[config.mk]
export PLATFORM = sky130hd
export DESIGN_NAME = ptlr_stream
export DESIGN_NICKNAME = d
export VERILOG_FILES = /design/src/rtl/ptlr_pkg.sv /design/src/rtl/ptlr_stream.sv
export SDC_FILE = /design/constraint.sdc
export NUM_CORES = 1
export LEC_CHECK = 0
export BUFFER_PORTS_ARGS = -buffer_cell sky130_fd_sc_hd__buf_2
export CORE_MARGIN = 3
export CORE_UTILIZATION = 32
export DETAILED_ROUTE_END_ITERATION = 12
export GPL_ROUTABILITY_DRIVEN = 1
export GPL_TIMING_DRIVEN = 0
export PLACE_DENSITY_LB_ADDON = 0.05
export SLEW_MARGIN = 40
export SYNTH_ARGS = -nofsm -noshare
export SYNTH_HDL_FRONTEND = slang
export SYNTH_SLANG_ARGS = --single-unit
[constraint.sdc]
create_clock -name clk -period 2.6 [get_ports clk]
set_input_delay 0 -clock clk [delete_from_list [all_inputs] [get_ports clk]]
set_output_delay 0 -clock clk [all_outputs]
set_load 0.01 [all_outputs]
[src/rtl/ptlr_pkg.sv]
// shared types and constants for the proportional text line renderer
// glyph and frame geometry, operation and panel command codes, port structs
// no dependencies
package ptlr_pkg;

	localparam int GLYPH_COUNT   = 96;
	localparam int GLYPH_BYTES   = 25;
	localparam int PANEL_COLUMNS = 128;

	localparam int GLYPH_PAIRS = (GLYPH_BYTES - 1) / 2;
	localparam int GLYPH_READS = 1 + 2 * GLYPH_PAIRS;
	localparam int GLYPH_SIZE  = GLYPH_COUNT * GLYPH_BYTES;
	localparam int FRAME_SIZE  = 4 * PANEL_COLUMNS;
	localparam int PAGE_SLOTS  = 3 + PANEL_COLUMNS;

	localparam int GLYPH_AW = $clog2(GLYPH_SIZE);
	localparam int FRAME_AW = $clog2(FRAME_SIZE);
	localparam int SLOT_W   = $clog2(PAGE_SLOTS);
	localparam int RI_W     = $clog2(GLYPH_READS + 1);
	localparam int COL_W    = 8;

	localparam logic [7:0] FIRST_CODE = 8'h20;

	localparam logic [1:0] OP_FONT    = 2'd0;
	localparam logic [1:0] OP_DRAW    = 2'd1;
	localparam logic [1:0] OP_END     = 2'd2;
	localparam logic [1:0] OP_REFRESH = 2'd3;

	localparam logic [7:0] CMD_COL_LO = 8'h00;
	localparam logic [7:0] CMD_COL_HI = 8'h10;
	localparam logic [7:0] CMD_PAGE   = 8'hB0;

	typedef struct packed {
		logic [1:0]  operation;
		logic        text_line;
		logic [7:0]  char_code;
		logic [11:0] font_address;
		logic [7:0]  font_byte;
	} item_t;

	typedef struct packed {
		logic [7:0] out_byte;
		logic       is_data;
		logic       frame_end;
	} result_t;

	typedef struct packed {
		logic                is_data;
		logic                last;
		logic [7:0]          cmd;
		logic [FRAME_AW-1:0] faddr;
	} stream_info_t;

endpackage

[src/rtl/ptlr_stream.sv]
// refresh stream position: page and slot counters, command bytes, frame address
// depends on ptlr_pkg
module ptlr_stream (
	input  logic                  clk,
	input  logic                  arst_n,
	input  logic                  step,
	output ptlr_pkg::stream_info_t info
);
	import ptlr_pkg::*;

	logic [1:0]        page_q;
	logic [SLOT_W-1:0] slot_q;
	logic [SLOT_W-1:0] col;

	always_ff @(posedge clk or negedge arst_n) begin
		if (!arst_n) begin
			page_q <= '0;
			slot_q <= '0;
		end else if (step) begin
			if (slot_q == SLOT_W'(PAGE_SLOTS - 1)) begin
				slot_q <= '0;
				page_q <= page_q + 2'd1;
			end else begin
				slot_q <= slot_q + 1'b1;
			end
		end
	end

	assign col = slot_q - SLOT_W'(3);

	always_comb begin
		info.is_data = (slot_q >= SLOT_W'(3));
		info.last    = (page_q == 2'd3) && (slot_q == SLOT_W'(PAGE_SLOTS - 1));
		info.faddr   = FRAME_AW'(int'(page_q) * PANEL_COLUMNS + int'(col));
		priority if (slot_q == SLOT_W'(0)) begin
			info.cmd = CMD_COL_LO;
		end else if (slot_q == SLOT_W'(1)) begin
			info.cmd = CMD_COL_HI;
		end else begin
			info.cmd = CMD_PAGE | {6'd0, page_q};
		end
	end

endmodule

; ---- Word-level counts from Yosys, hierarchy flattened
; Cells that the tools add are included.
[op_classes]
eq_ne = 3
multipliers = 0
addsub = 4
n_lt_le_gt_ge = 1
div = 0
shift = 0
n_reduce_logical = 3
bitwise_logic = 0
muxes = 3
[op_table]
columns = operator, n
row1 = 8-bit 2-to-1 mux, 3
row2 = 9-bit by 8-bit adder with 9-bit output, 1
row3 = 8-bit by 1-bit adder with 8-bit output (second input constant), 1
row4 = 8-bit by 1-bit == test with 1-bit output (second input constant), 1
row5 = 8-bit == test (second input constant), 1
row6 = 8-bit by 2-bit greater-or-equal comparator with 1-bit output (second input constant), 1
row7 = 8-bit logical NOT, 1
row8 = 8-bit by 2-bit subtractor with 8-bit output (second input constant), 1
row9 = 2-bit by 1-bit adder with 2-bit output (second input constant), 1
row10 = 2-bit == test (second input constant), 1
row11 = 2-bit AND reduction, 1
row12 = 1-bit logical AND, 1
[totals]
memories = 0
reg_bits = 10
ram_bits = 0
mem_bits_ro = 0
wordCells = 16
out_inout_bits = 19
latchBits = 0

; ---- Logic depth before layout (Yosys ltp)
[logic_depth]
word_depth = 3
ltp_mapped = 7
depth_no_buf = 5

; ---- Worst setup path before layout
; No wires, ideal clock.
[synth_path]
path_kind = register to output
from = register slot_q[3]
to = output port info[8] in the netlist's numbering
slack_ns = 0.695
n_path_buf = 2
path_stages_with_launch = 8
t_arrival_ns = 1.905
path_cell_list = dfrtp_1 > buf_6 > or4_4 > buf_6 > a211oi_1 > xor2_1 > ha_1 > xor2_1
[synth_lines]
columns = element, line
row1 = "start, declared", ptlr_stream.sv:12  ; logic [SLOT_W-1:0] slot_q;
row2 = "start signal, assigned", ptlr_stream.sv:24  ; slot_q <= slot_q + 1'b1;
row3 = "end, declared", ptlr_stream.sv:7  ; output ptlr_pkg::stream_info_t info

==> flow_summary.yaml <==
sta:
  hold_viol: 0
  finalWorstSetupSlack_ns: 0.3165
  fin_hold_ws_ns: 0.1230
  finalSetupViolCount: 0
  fmax_mhz: 437.9
  fin_crit_ns: 2.283
  final_max_slew_viol_count: 0
  min_period_over_period_pct: 87.83
  setup_tns_ns: 0
  worst_pin_slew_ns: 0.4660
  slew_headroom_pct: 68.13
  rsz0062_at_grt: "no"
  skew_ns: 0.001618
global_route:
  overflow: 0
  grt_pass1_wl_um: 2635
  grt_usage_pct: 12.39
  grt_max_degree: 11
  antenna_found_initial: 0
  grt_pass1_vias: 569
placed_design:
  hpwl_um: 1164
  pre_cts_ws_ns: 0.5905
  gp_congestion: 0.7699
  post_dp_cell_area_um2: 868.3
  io_buffers: 17
cts:
  cts_inserted_buffers: 3
  clk_pin_slew_ns: 0.07
  clk_latency_ns: 0.27
  clock-sinks: 10
  cts_buffer_depth: 2
  cts_tree: "yes"
  post_cts_buffers: 0
  cts-root-buf: "clkbuf_4"
  h-tree-depth: 1
critical_path:
  worstSetupPathType: "register to output port"
  path_delay_family: "simple AND/OR/NAND/NOR gates"
  worstPathRequired_ns: 2.60
  cp-start-kind: "register"
  critPathCaptureType: "output port"
  slowest_stage: "or4_4"
  cpPeakStageDelay_ns: 0.53
  crit_start: "slot_q[3]"
  path_cells: "buf_6 -> or4_4 -> buf_6 -> a211oi_1 -> xor2_1 -> ha_1 -> xor2_1 -> buf_2"
  critPathMaxFanout: 8
  worstPathArrival_ns: 2.28
  path_buf_inv: 3
  rr_startpoint: "slot_q[3]"
final_layout:
  post-route-util_pct: 43.93
  layout-area-overhead-vs-synth_pct: 23.27
  final_area_um2: 914.6
  layout.cells.most_common_list: "buf_2 (18), dfrtp_1 (10), xor2_1 (9)"
  drive_gt1_share_pct: 32.04
  diodes: 0
  final_common_cell: "buf_2"
  finalNetCount: 113
detailed_routing:
  routedWlPerCell_um: 11.51
  vias: 605
  routed_wl_um: 1496
  avgViaCountPerCell: 4.654
  dr.pass1.iters: 4
  drtIter0Drc: 10
  drc_errors: 0
  drtAntennaViolNets: 0
hold_path:
  hp-class: "input port to async pin"
floorplanning:
  core_area_mm2: 0.002082
  io_pins: 22
  num_rows: 16
  die_w_um: 54.15
  die_area_mm2: 0.002932
  die_height_um: 54.15
  start_util_pct: 35.64
yosys:
  syn_area_per_cell_um2: 9.392
  seq_area_frac_synth_pct: 33.73
  netlist_area_um2: 742.0
  ys_seq_elements: 10
  synth_cells: 79
  synth_warnings: 0
  synth_cell_type_count: 28
power:
  peakVddDrop_uv: 479.0
  power_density_mw_per_mm2: 1019
  cellLeakagePower_nw: 0.4643
run:
  maxCapViolCount: 0
outcome:
  status: "finished, final reports clean"
## Yosys cell counts
library cell  number  area share [%]
a2111oi_0          1             1.2
a211oi_1           1             1.0
a21oi_1            1            0.67
and2_1             3             2.5
buf_2              1            0.67
buf_4              4             4.0
buf_6              2             3.0
clkbuf_1           3             1.5
conb_1             1            0.51
dfrtp_1           10              34
ha_1               6              10
inv_1              3             1.5
mux2_2             1             1.5
nand2_1            6             3.0
nand2b_1           1            0.84
nand4_1            4             3.4
nor2_1             3             1.5
nor3_1             4             2.7
nor4_2             1             1.7
nor4b_1            1             1.2
o21ai_0            4             2.7
o22ai_1            1            0.84
o311ai_0           1             1.2
or2_2              1            0.84
or3_1              1            0.84
or4_4              2             3.0
xnor2_1            3             3.5
xor2_1             9              11
## worst paths after layout
path / endpoint / slack, ns / cells past startpoint
min in group clk: slot_q[1] / 0.14 / 3
setup reg to reg: page_q[1] / 0.61 / 5
hold / removal: page_q[0] / 0.12 / 2
setup / recovery: info[8] / 0.32 / 8
hold reg to reg: page_q[0] / 0.54 / 1
max in group asynchronous: slot_q[1] / 2.29 / 2
## state kept, by name (all words and copies together) (netlist names)
signal and cells:
slot_q 8, page_q 2
## metrics by stage
| step | std cells | power (mW) |
|---|---|---|
| final | 130 | 0.9323 |
| after global routing | 130 | 1.024 |
| after CTS | 130 | 0.9451 |
| after detailed placement | 125 | 0.8014 |
| after global placement | 125 | 0.7997 |
| after floorplan | 81 | 0.6294 |
## metal layers
layer	track usage, %	vias up	wire [um]	part of all wire, %
li1	-	315	-	-
met1	17.03	272	756	51
met2	18.73	16	640	43
met3	4.986	2	89	5.9
met4	1.245	0	9	0.60
met5	0	-	0	0
## logic make-up (layout without fill, tap and decap cells)
logic type / Yosys count / in the layout / synth area share, %
AO/OA/AOI/OAI: 9 / 9 / 7.589
XOR/XNOR: 12 / 12 / 14.17
adder cells (fa/ha/maj): 6 / 6 / 10.12
buffers and inverters: 13 / 35 / 10.79
flip-flops: 10 / 10 / 33.73
multiplexers: 1 / 1 / 1.518
other: 1 / 3 / 0.5054
AND/OR/NAND/NOR: 27 / 27 / 21.59
## what timing repair did
action / CTS / global route
hold endpoints to repair: 10 / 0
resized for setup: 0 / 0
hold buffers: 1 / 0
## cell type report
| class | count | area, um2 |
|---|---|---|
| Buffer | 10 | 68.82 |
| Clock buffer | 4 | 36.28 |
| Fill cell | 231 | 1167 |
| Inverter | 3 | 11.26 |
| Multi-Input combinational cell | 58 | 419.2 |
| Sequential cell | 10 | 250.2 |
| Tap cell | 27 | 33.78 |
| Timing Repair Buffer | 18 | 95.09 |
## where the power goes
group | leakage, nW | internal [mW] | switching (mW) | total, mW
combinational | 0.315 | 0.257 | 0.286 | 0.543
clock | 0.0210 | 0.0851 | 0.0551 | 0.140
sequential | 0.128 | 0.196 | 0.0533 | 0.249
No activity file was read; power rests on OpenSTA's default activity.
